<file path="src/rtl/core/coin_change_selector_unit_macros.svh">
// Assertion macros shared by the RTL of the coin change selector.
// Every macro samples on the rising edge of clk_i and is disabled while rst_ni is low.
`ifndef COIN_CHANGE_SELECTOR_UNIT_MACROS_SVH
`define COIN_CHANGE_SELECTOR_UNIT_MACROS_SVH

`ifndef NO_ASSERTIONS

`define CSEL_ASSERT(lbl, prop, msg) \
  lbl: assert property (@(posedge clk_i) disable iff (!rst_ni) prop) else $error(msg);

`define CSEL_ASSERT_IMPL(lbl, pre, post, msg) \
  lbl: assert property (@(posedge clk_i) disable iff (!rst_ni) (pre) |-> (post)) \
    else $error(msg);

`else

`define CSEL_ASSERT(lbl, prop, msg)

`define CSEL_ASSERT_IMPL(lbl, pre, post, msg)

`endif

`endif

</file>
<file path="src/rtl/core/csel_pkg.sv">
`timescale 1ns / 1ps
`default_nettype none

package csel_pkg;

  localparam int MAX_COINS     = 11;
  localparam int INITIAL_STOCK = 10;
  localparam int TARGET_RESET  = 10;

  localparam int COIN_200 = 200;
  localparam int COIN_50  = 50;

  localparam int AMT_W   = 16;
  localparam int STOCK_W = 8;
  localparam int PAY_W   = 4;
  localparam int DEV_W   = 10;
  localparam int RES_W   = 8;   // amount modulo 200
  localparam int Q_W     = 9;   // amount divided by 200

  // Division of the amount by 200: shift out the factor 8, then multiply by a
  // rounded-up reciprocal of 25. Exact for every 13-bit dividend.
  localparam int DIV_SHIFT   = 3;
  localparam int DIVD_W      = AMT_W - DIV_SHIFT;
  localparam int RECIP_MULT  = 5243;
  localparam int RECIP_SHIFT = 17;
  localparam int PROD_W      = 2 * DIVD_W;

  localparam int CNT_W = $clog2(MAX_COINS + 1);
  localparam int INC_W = CNT_W + 1;
  localparam int U_W   = CNT_W + 2;
  localparam int CMP_W = STOCK_W + 1;
  localparam int SUM_W = Q_W + 1;

  localparam int CFG_IDX_W = 2;
  localparam logic [CFG_IDX_W-1:0] CFG_TGT_200 = 2'd0;
  localparam logic [CFG_IDX_W-1:0] CFG_TGT_100 = 2'd1;
  localparam logic [CFG_IDX_W-1:0] CFG_TGT_50  = 2'd2;

  typedef struct packed {
    logic load;
    logic div;
    logic rem;
    logic step;
    logic commit;
  } cmd_t;

  typedef struct packed {
    logic last;
  } sts_t;

endpackage

`default_nettype wire

</file>
<file path="src/rtl/core/csel_dp.sv">
`timescale 1ns / 1ps
`default_nettype none

`include "coin_change_selector_unit_macros.svh"

module csel_dp import csel_pkg::*; (
  input  logic                 clk_i,
  input  logic                 rst_ni,
  input  logic                 cfg_valid_i,
  input  logic [CFG_IDX_W-1:0] cfg_index_i,
  input  logic [STOCK_W-1:0]   cfg_data_i,
  input  logic [AMT_W-1:0]     amount_cents_i,
  input  cmd_t                 cmd_i,
  output sts_t                 sts_o,
  output logic                 found_o,
  output logic [PAY_W-1:0]     pay_200_o,
  output logic [PAY_W-1:0]     pay_100_o,
  output logic [PAY_W-1:0]     pay_50_o,
  output logic [DEV_W-1:0]     deviation_o
);

  function automatic logic [STOCK_W-1:0] abs_diff(input logic [STOCK_W-1:0] x,
                                                  input logic [STOCK_W-1:0] y);
    return (x > y) ? (x - y) : (y - x);
  endfunction

  // Control state with reset values.
  logic [STOCK_W-1:0] stock_200_q, stock_100_q, stock_50_q;
  logic [STOCK_W-1:0] tgt_200_q, tgt_100_q, tgt_50_q;
  logic               s1_vld_q;
  logic               best_have_q;

  // Working registers.
  logic [AMT_W-1:0]   amount_q;
  logic [Q_W-1:0]     q_q;
  logic [RES_W-1:0]   rem_q;
  logic [CNT_W-1:0]   b_q, c_q;
  logic [CNT_W-1:0]   s1_a_q, s1_b_q, s1_c_q;
  logic [DEV_W-1:0]   best_dev_q;
  logic [CNT_W-1:0]   best_a_q, best_b_q, best_c_q;
  logic               found_q;
  logic [PAY_W-1:0]   pay_200_q, pay_100_q, pay_50_q;
  logic [DEV_W-1:0]   dev_q;

  // Quotient and remainder of the amount by 200.
  logic [PROD_W-1:0]  div_prod;
  logic [Q_W-1:0]     q_d;
  logic [RES_W-1:0]   rem_d;

  assign div_prod = PROD_W'(amount_q[AMT_W-1:DIV_SHIFT]) * PROD_W'(RECIP_MULT);
  assign q_d      = div_prod[RECIP_SHIFT +: Q_W];
  assign rem_d    = RES_W'(amount_q - AMT_W'(q_q) * AMT_W'(COIN_200));

  // Candidate evaluation. The candidate uses b hundreds and c fifties; its
  // value is (2b + c) fifties, so it matches the remainder modulo 200 only
  // when 50 * ((2b + c) mod 4) equals it, and the twos are then q - (2b+c)/4.
  logic [U_W-1:0]     units;
  logic [AMT_W-1:0]   part;
  logic               over;
  logic               res_match;
  logic [Q_W-1:0]     a_full;
  logic [SUM_W-1:0]   coin_sum;
  logic               cand_ok;
  logic [INC_W-1:0]   b_inc, c_inc;
  logic               more_b, more_c;

  assign units     = U_W'({b_q, 1'b0}) + U_W'(c_q);
  assign part      = AMT_W'(units) * AMT_W'(COIN_50);
  assign over      = part > amount_q;
  assign res_match = rem_q == RES_W'(units[1:0]) * RES_W'(COIN_50);
  assign a_full    = q_q - Q_W'(units >> 2);
  assign coin_sum  = SUM_W'(a_full) + SUM_W'(b_q) + SUM_W'(c_q);
  assign cand_ok   = !over && res_match && (a_full <= Q_W'(stock_200_q))
                     && (coin_sum <= SUM_W'(MAX_COINS));

  assign b_inc  = INC_W'(b_q) + INC_W'(1);
  assign c_inc  = INC_W'(c_q) + INC_W'(1);
  assign more_b = !over && (CMP_W'(b_inc) <= CMP_W'(stock_100_q))
                  && (U_W'(b_inc) + U_W'(c_q) <= U_W'(MAX_COINS));
  assign more_c = (CMP_W'(c_inc) <= CMP_W'(stock_50_q)) && (c_inc <= INC_W'(MAX_COINS));

  assign sts_o.last = !more_b && !more_c;

  // Second stage: deviation of the stock left over and the running best.
  logic [STOCK_W-1:0] left_200, left_100, left_50;
  logic [DEV_W-1:0]   dev;
  logic               take;

  assign left_200 = stock_200_q - STOCK_W'(s1_a_q);
  assign left_100 = stock_100_q - STOCK_W'(s1_b_q);
  assign left_50  = stock_50_q - STOCK_W'(s1_c_q);
  assign dev      = DEV_W'(abs_diff(left_200, tgt_200_q)) + DEV_W'(abs_diff(left_100, tgt_100_q))
                    + DEV_W'(abs_diff(left_50, tgt_50_q));
  // Later candidates win ties.
  assign take     = s1_vld_q && (!best_have_q || (dev <= best_dev_q));

  always_ff @(posedge clk_i or negedge rst_ni) begin
    if (!rst_ni) begin
      stock_200_q <= STOCK_W'(INITIAL_STOCK);
      stock_100_q <= STOCK_W'(INITIAL_STOCK);
      stock_50_q  <= STOCK_W'(INITIAL_STOCK);
      tgt_200_q   <= STOCK_W'(TARGET_RESET);
      tgt_100_q   <= STOCK_W'(TARGET_RESET);
      tgt_50_q    <= STOCK_W'(TARGET_RESET);
      s1_vld_q    <= 1'b0;
      best_have_q <= 1'b0;
    end else begin
      if (cfg_valid_i) begin
        case (cfg_index_i)
          CFG_TGT_200: tgt_200_q <= cfg_data_i;
          CFG_TGT_100: tgt_100_q <= cfg_data_i;
          CFG_TGT_50:  tgt_50_q  <= cfg_data_i;
          default: ;
        endcase
      end
      s1_vld_q <= cmd_i.step && cand_ok;
      if (cmd_i.rem) begin
        best_have_q <= 1'b0;
      end else if (take) begin
        best_have_q <= 1'b1;
      end
      if (cmd_i.commit && best_have_q) begin
        stock_200_q <= stock_200_q - STOCK_W'(best_a_q);
        stock_100_q <= stock_100_q - STOCK_W'(best_b_q);
        stock_50_q  <= stock_50_q - STOCK_W'(best_c_q);
      end
    end
  end

  always_ff @(posedge clk_i) begin
    if (cmd_i.load) begin
      amount_q <= amount_cents_i;
    end
    if (cmd_i.div) begin
      q_q <= q_d;
    end
    if (cmd_i.rem) begin
      rem_q <= rem_d;
      b_q   <= '0;
      c_q   <= '0;
    end else if (cmd_i.step) begin
      if (more_b) begin
        b_q <= CNT_W'(b_inc);
      end else if (more_c) begin
        b_q <= '0;
        c_q <= CNT_W'(c_inc);
      end
    end
    if (cmd_i.step) begin
      s1_a_q <= CNT_W'(a_full);
      s1_b_q <= b_q;
      s1_c_q <= c_q;
    end
    if (take) begin
      best_dev_q <= dev;
      best_a_q   <= s1_a_q;
      best_b_q   <= s1_b_q;
      best_c_q   <= s1_c_q;
    end
    if (cmd_i.commit) begin
      found_q   <= best_have_q;
      pay_200_q <= best_have_q ? PAY_W'(best_a_q) : '0;
      pay_100_q <= best_have_q ? PAY_W'(best_b_q) : '0;
      pay_50_q  <= best_have_q ? PAY_W'(best_c_q) : '0;
      dev_q     <= best_have_q ? best_dev_q : '0;
    end
  end

  assign found_o     = found_q;
  assign pay_200_o   = pay_200_q;
  assign pay_100_o   = pay_100_q;
  assign pay_50_o    = pay_50_q;
  assign deviation_o = dev_q;

  `CSEL_ASSERT_IMPL(a_cand_coin_limit, s1_vld_q, SUM_W'(s1_a_q) + SUM_W'(s1_b_q) + SUM_W'(s1_c_q) <= SUM_W'(MAX_COINS), "candidate exceeds coin limit")
  `CSEL_ASSERT_IMPL(a_cand_in_stock, s1_vld_q, (STOCK_W'(s1_a_q) <= stock_200_q) && (STOCK_W'(s1_b_q) <= stock_100_q) && (STOCK_W'(s1_c_q) <= stock_50_q), "candidate exceeds stock")
  `CSEL_ASSERT(a_commit_result, (cmd_i.commit && best_have_q) |=> (found_q && (dev_q == $past(best_dev_q))), "committed result lost")

endmodule

`default_nettype wire

</file>
<file path="src/rtl/core/csel_ctrl.sv">
`timescale 1ns / 1ps
`default_nettype none

`include "coin_change_selector_unit_macros.svh"

module csel_ctrl import csel_pkg::*; (
  input  logic clk_i,
  input  logic rst_ni,
  input  logic in_valid_i,
  output logic in_ready_o,
  output logic out_valid_o,
  input  logic out_ready_i,
  input  sts_t sts_i,
  output cmd_t cmd_o
);

  typedef enum logic [2:0] {
    S_IDLE,
    S_DIV,
    S_REM,
    S_SCAN,
    S_DRAIN,
    S_FIN
  } state_e;

  state_e state_q;
  logic   out_valid_q;
  logic   slot_free;

  assign in_ready_o = state_q == S_IDLE;
  assign slot_free  = !out_valid_q || out_ready_i;

  always_comb begin
    cmd_o        = '0;
    cmd_o.load   = (state_q == S_IDLE) && in_valid_i;
    cmd_o.div    = state_q == S_DIV;
    cmd_o.rem    = state_q == S_REM;
    cmd_o.step   = state_q == S_SCAN;
    cmd_o.commit = (state_q == S_FIN) && slot_free;
  end

  always_ff @(posedge clk_i or negedge rst_ni) begin
    if (!rst_ni) begin
      state_q     <= S_IDLE;
      out_valid_q <= 1'b0;
    end else begin
      // A new result may replace the one taken in this same cycle.
      if (cmd_o.commit) begin
        out_valid_q <= 1'b1;
      end else if (out_ready_i) begin
        out_valid_q <= 1'b0;
      end
      case (state_q)
        S_IDLE: begin
          if (in_valid_i) begin
            state_q <= S_DIV;
          end
        end
        S_DIV:  state_q <= S_REM;
        S_REM:  state_q <= S_SCAN;
        S_SCAN: begin
          if (sts_i.last) begin
            state_q <= S_DRAIN;
          end
        end
        // The last candidate still sits in the compare stage.
        S_DRAIN: state_q <= S_FIN;
        S_FIN: begin
          if (slot_free) begin
            state_q <= S_IDLE;
          end
        end
        default: state_q <= S_IDLE;
      endcase
    end
  end

  assign out_valid_o = out_valid_q;

  `CSEL_ASSERT_IMPL(a_commit_slot_free, cmd_o.commit, !out_valid_q || out_ready_i, "result register overwritten")
  `CSEL_ASSERT(a_commit_shows_beat, cmd_o.commit |=> out_valid_q, "committed result not shown")
  `CSEL_ASSERT(a_last_drains, (cmd_o.step && sts_i.last) |=> (state_q == S_DRAIN), "scan end missed")

endmodule

`default_nettype wire

</file>
<file path="src/rtl/core/coin_change_selector_unit.sv">
// Channel  Direction  Handshake                  Payload
// in       input      in_valid_i / in_ready_o    amount_cents_i
// out      output     out_valid_o / out_ready_i  found_o, pay_200_o, pay_100_o, pay_50_o,
//                                                deviation_o
// cfg      input      cfg_valid_i / cfg_ready_o  cfg_index_i, cfg_data_i
//
// One item at a time. After a beat is taken, S_DIV forms the quotient of the amount
// by 200 and S_REM the remainder; then one candidate (count of 100 and 50 cent coins)
// is checked per cycle through the shared evaluate and compare stages, up to 76 for
// the reset stock and the default coin limit. S_DRAIN lets the last one through the
// compare stage, then S_FIN commits the result and the block returns to idle.
// A new beat is taken while the previous result still waits on out; a result that
// finds the output register full waits until it is taken. cfg is always ready.
// Reset sets stock and target levels to ten coins each.
`timescale 1ns / 1ps
`default_nettype none

module coin_change_selector_unit import csel_pkg::*; (
  input  logic                 clk_i,
  input  logic                 rst_ni,
  input  logic                 in_valid_i,
  output logic                 in_ready_o,
  input  logic [AMT_W-1:0]     amount_cents_i,
  output logic                 out_valid_o,
  input  logic                 out_ready_i,
  output logic                 found_o,
  output logic [PAY_W-1:0]     pay_200_o,
  output logic [PAY_W-1:0]     pay_100_o,
  output logic [PAY_W-1:0]     pay_50_o,
  output logic [DEV_W-1:0]     deviation_o,
  input  logic                 cfg_valid_i,
  output logic                 cfg_ready_o,
  input  logic [CFG_IDX_W-1:0] cfg_index_i,
  input  logic [STOCK_W-1:0]   cfg_data_i
);

  cmd_t cmd;
  sts_t sts;

  assign cfg_ready_o = 1'b1;

  csel_ctrl u_ctrl (
    .clk_i       (clk_i),
    .rst_ni      (rst_ni),
    .in_valid_i  (in_valid_i),
    .in_ready_o  (in_ready_o),
    .out_valid_o (out_valid_o),
    .out_ready_i (out_ready_i),
    .sts_i       (sts),
    .cmd_o       (cmd)
  );

  csel_dp u_dp (
    .clk_i          (clk_i),
    .rst_ni         (rst_ni),
    .cfg_valid_i    (cfg_valid_i),
    .cfg_index_i    (cfg_index_i),
    .cfg_data_i     (cfg_data_i),
    .amount_cents_i (amount_cents_i),
    .cmd_i          (cmd),
    .sts_o          (sts),
    .found_o        (found_o),
    .pay_200_o      (pay_200_o),
    .pay_100_o      (pay_100_o),
    .pay_50_o       (pay_50_o),
    .deviation_o    (deviation_o)
  );

endmodule

`default_nettype wire

</file>
<file path="config.mk">
export PLATFORM = sky130hd
export DESIGN_NAME = coin_change_selector_unit
export DESIGN_NICKNAME = d
export VERILOG_FILES = /design/src/rtl/core/csel_pkg.sv /design/src/rtl/core/csel_dp.sv /design/src/rtl/core/csel_ctrl.sv /design/src/rtl/core/coin_change_selector_unit.sv
export VERILOG_INCLUDE_DIRS = /design/src /design/src/rtl/core
export SDC_FILE = /design/constraint.sdc
export NUM_CORES = 1
export LEC_CHECK = 0
export CAP_MARGIN = 25
export CORE_MARGIN = 2
export CORE_UTILIZATION = 49
export CTS_BUF_LIST = sky130_fd_sc_hd__clkbuf_16
export DETAILED_ROUTE_END_ITERATION = 10
export DONT_BUFFER_PORTS = 1
export SLEW_MARGIN = 25
export SYNTH_ARGS = -nofsm -noshare
export SYNTH_HDL_FRONTEND = slang
export SYNTH_SLANG_ARGS = --single-unit
</file>
<file path="constraint.sdc">
create_clock -name clk_i -period 8.92 [get_ports clk_i]
set_input_delay 0.892 -clock clk_i [delete_from_list [all_inputs] [get_ports clk_i]]
set_output_delay 0.892 -clock clk_i [all_outputs]
set_load 0.05 [all_outputs]
</file>
==> impl_metrics.csv <==
group,metric,value,unit
worst_setup_path,timing.rr.start,"u_dp.stock_100_q[0]",
layout,antenna_cells,0,
worst_setup_path,critical-path-max-stage-delay,0.40,ns
routing,route.detailed.drc,0,
layout,final_layout_size_suffix_gt1_share,5.429,%
placed_design,gpl_congestion,0.8740,
worst_setup_path,worstSetupPathType,"reg2reg",
clocking,clock_tree.root_cell,"sky130_fd_sc_hd__clkbuf_16",
global_routing,initial_antenna_violation_count,0,
floorplanning,core_region_area,29720,sq um
layout,final_util,53.32,%
layout,layout.filler_cells,2679,
logic_synthesis,synthCells,1476,
worst_setup_path,reg2reg_setup_slack,1.57,ns
logic_synthesis,synth_top_cell_area_share,22.24,%
worst_setup_path,critical_path.startpoint,"u_dp.stock_100_q[0]",
sta,unrepaired_setup_endpoints_after_global_routing,"false",
layout,area_taken_by_multi_input_logic_gates,9520,sq um
sta,worst_slew_pin_slew,1.025,ns
sta,setup-tns-final,0,ns
worst_setup_path,cp_num_buf_inv,4,
sta,final-hold-violation-count,0,
floorplanning,die_height,178.1,microns
layout,regArea,4229,sq um
clocking,cts.sinks,152,
logic_synthesis,postSynth.topFlopCell,"sky130_fd_sc_hd__edfxtp_1",
worst_setup_path,reg2regPathDepth,33,
routing,postRouteWirelength,31820,microns
routing,route.detailed.wl_per_inst,16.91,microns
sta,layout_skew,0.01422,ns
global_routing,global_route_wire_length_before_repair,53280,microns
floorplanning,design.die.area,31720,sq um
sta,min_period_over_period,82.40,%
clocking,postCtsSetupRepairBufs,0,
layout,finish.net_count,1855,
global_routing,grt_remaining_overflow,0,
routing,antenna_left,0,
clocking,numCtsBuffers,17,
logic_synthesis,synthDistinctLibCells,76,
worst_setup_path,timing.critical_path.fanout_max,22,
logic_synthesis,netlist_top_cells_count,"sky130_fd_sc_hd__ha_1, sky130_fd_sc_hd__inv_1, sky130_fd_sc_hd__edfxtp_1",
floorplanning,num_io_pins,57,
placed_design,dpl_worst_slack,1.677,ns
sta,finalSetupViolCount,0,
routing,detailedRoute.firstPassIterationCount,4,
clocking,cts.hold.buffers_added,0,
sta,fin_ws,1.570,ns
placed_design,placement.io_buffers,0,
worst_setup_path,arrival,7.45,ns
global_routing,grt_start_max_net_pins,55,
worst_setup_path,endpoint,"u_dp.best_a_q[2]",
logic_synthesis,synthesis.area_per_instance,10.06,sq um
worst_setup_path,critical_path.most_common_cell,"sky130_fd_sc_hd__ha_1",
clocking,clk-insertion-delay-late,0.43,ns
logic_synthesis,postSynthRegisterBits,152,
sta,fmax,0.1361,GHz
worst_setup_path,crit_path_top_delay_cell,"sky130_fd_sc_hd__dfrtp_1",
min_path,hold_path.class,"in2async",
placed_design,detailedPlacementHpwl,26380,microns
floorplanning,initial_core_util,49.98,%
clocking,cts.path.max_buffers,2,
worst_setup_path,cp.required,9.02,ns
routing,vias_per_inst,5.387,
logic_synthesis,synth-warning-count,0,
sta,finalWorstPathRequiredPeriod,7.350,ns
worst_setup_path,category_of_cells_accounting_for_the_largest_share_of_critical_path_delay,"compound AO/OA/AOI/OAI gates",
logic_synthesis,synth_async_sr_flop_share,35.53,%
clocking,cts-htree-levels,4,
worst_setup_path,worst_setup_path_start_kind,"flop",
clocking,clk_transition_reported_paths,0.06,ns
logic_synthesis,synth_area_leaders,"sky130_fd_sc_hd__ha_1, sky130_fd_sc_hd__edfxtp_1, sky130_fd_sc_hd__fa_1, sky130_fd_sc_hd__dfrtp_1, sky130_fd_sc_hd__inv_1",
global_routing,grt_pass1_vias,10500,
logic_synthesis,synth_enable_flop_cells,90,
routing,via_count,10140,
clocking,cts_tree,"done",
floorplanning,placement_rows,63,
run,timing.max_cap.violations,0,
routing,drt-initial-drc-count,480,
logic_synthesis,synth.largest_area_cell,"sky130_fd_sc_hd__ha_1",
logic_synthesis,ys_seq_area_share,28.48,%
logic_synthesis,synth_fp_nets,1852,
worst_setup_path,critical_path_depth,33,
run_status,run_status,"completed",
sta,timing_max_transition_violations_final,0,
global_routing,global_route.usage.total,21.58,%
layout,area_growth,6.680,%
logic_synthesis,syn_area,14850,sq um
sta,max_slew_headroom,31.23,%
worst_setup_path,setup.worst_path.end_class,"flop",
floorplanning,die_width,178.1,microns
clocking,cts_repair_resize_count,0,
worst_setup_path,crit-reg2reg-capture,"u_dp.best_a_q[2]",
[cell type report]
cell class / count / area share [%]
Multi-Input combinational cell: 1038 / 60.09
Sequential cell: 152 / 26.69
Tap cell: 390 / 3.080
Timing Repair Buffer: 6 / 0.2843
Inverter: 264 / 6.254
Clock inverter: 15 / 0.9161
Clock buffer: 17 / 2.685
[worst min-delay path by stage]
stage	end	startpoint	slack, ns
floorplan	u_dp.s1_b_q[3]	u_dp.b_q[3]	0.40
global placement	u_dp.best_b_q[1]	u_dp.s1_b_q[1]	0.43
detailed placement	u_dp.best_b_q[1]	u_dp.s1_b_q[1]	0.44
CTS	u_dp.tgt_200_q[7]	rst_ni	0.13
global route	u_dp.tgt_200_q[7]	rst_ni	0.13
finish	u_dp.tgt_200_q[7]	rst_ni	0.15
[per-layer routing]
metal / global-route usage (%) / share of wire, % / vias to the layer above
met4: 7.958 / 3.2 / 0
met3: 2.685 / 1.9 / 40
met2: 39.58 / 52 / 145
met5: 0 / 0 / -
li1: - / - / 5067
met1: 25.74 / 43 / 4887
[kinds of logic after synthesis]
logic type / synth area share [%]
compound gates: 11.31
xor+xnor: 5.897
other cells: 0.02525
fa+ha+maj: 33.16
mux: 3.050
buf+inv: 7.498
flops: 28.48
simple gates: 10.58
[worst register-to-register path: cells and delay by family (launching register included)]
kind / cells / cell delay, ns
multiplexers: 1 / 0.39
buffers and inverters: 4 / 0.72
AND/OR/NAND/NOR: 5 / 0.65
adder cells (fa/ha/maj): 6 / 1.68
AO/OA/AOI/OAI: 13 / 2.44
flip-flops: 1 / 0.40
XOR/XNOR: 4 / 0.76
[registers in the layout, summed over array words and instances (netlist names), 4 cells and up]
signal / flops
u_dp.amount_q: 16
u_dp.best_dev_q: 10
u_dp.deviation_o: 10
u_dp.q_q: 9
u_dp.rem_q: 8
u_dp.stock_100_q: 8
u_dp.stock_200_q: 8
u_dp.stock_50_q: 8
u_dp.tgt_100_q: 8
u_dp.tgt_200_q: 8
u_dp.tgt_50_q: 8
u_dp.b_q: 4
u_dp.best_a_q: 4
u_dp.best_b_q: 4
u_dp.best_c_q: 4
u_dp.c_q: 4
u_dp.pay_100_o: 4
u_dp.pay_200_o: 4
u_dp.pay_50_o: 4
u_dp.s1_a_q: 4
u_dp.s1_b_q: 4
u_dp.s1_c_q: 4
[layout by cell type, fill, tap and decap left out, types with 7 or more instances in the layout]
master	netlist	routed
sky130_fd_sc_hd__a21oi_1	69	69
sky130_fd_sc_hd__and2_1	27	27
sky130_fd_sc_hd__nor4_1	7	7
sky130_fd_sc_hd__dfstp_2	12	12
sky130_fd_sc_hd__xnor2_1	59	59
sky130_fd_sc_hd__inv_1	264	265
sky130_fd_sc_hd__dfxtp_1	8	8
sky130_fd_sc_hd__nor3_1	27	26
sky130_fd_sc_hd__nor2_1	43	43
sky130_fd_sc_hd__nand2b_1	11	11
sky130_fd_sc_hd__a211oi_1	10	10
sky130_fd_sc_hd__xor2_1	41	41
sky130_fd_sc_hd__o211ai_1	10	10
sky130_fd_sc_hd__clkbuf_16	0	17
sky130_fd_sc_hd__fa_1	81	81
sky130_fd_sc_hd__mux2i_1	25	25
sky130_fd_sc_hd__nor2b_1	30	30
sky130_fd_sc_hd__and3_1	9	9
sky130_fd_sc_hd__o21ai_0	68	68
sky130_fd_sc_hd__nand4_1	17	17
sky130_fd_sc_hd__a21o_1	30	30
sky130_fd_sc_hd__nand3b_1	10	10
sky130_fd_sc_hd__nor3b_1	9	9
sky130_fd_sc_hd__mux2_2	18	18
sky130_fd_sc_hd__ha_1	264	264
sky130_fd_sc_hd__nand2_1	57	57
sky130_fd_sc_hd__a31oi_1	8	7
sky130_fd_sc_hd__nand3_1	15	15
sky130_fd_sc_hd__o21a_1	12	12
sky130_fd_sc_hd__edfxtp_1	90	90
sky130_fd_sc_hd__dfrtp_1	42	42
[metrics by stage]
stage | hold slack (ns) | area, sq um | cells
3_5_place_dp | 0.4409 | 15270 | 1850
2_1_floorplan | 0.4029 | 14850 | 1476
3_3_place_gp | 0.4312 | 15270 | 1850
5_1_grt | 0.1281 | 15840 | 1882
4_1_cts | 0.1304 | 15840 | 1882
6_report | 0.1548 | 15840 | 1882
Power is left out: the tool's default activity adds up to more than one toggle a clock period on the data nets, which glitch-free logic cannot reach.
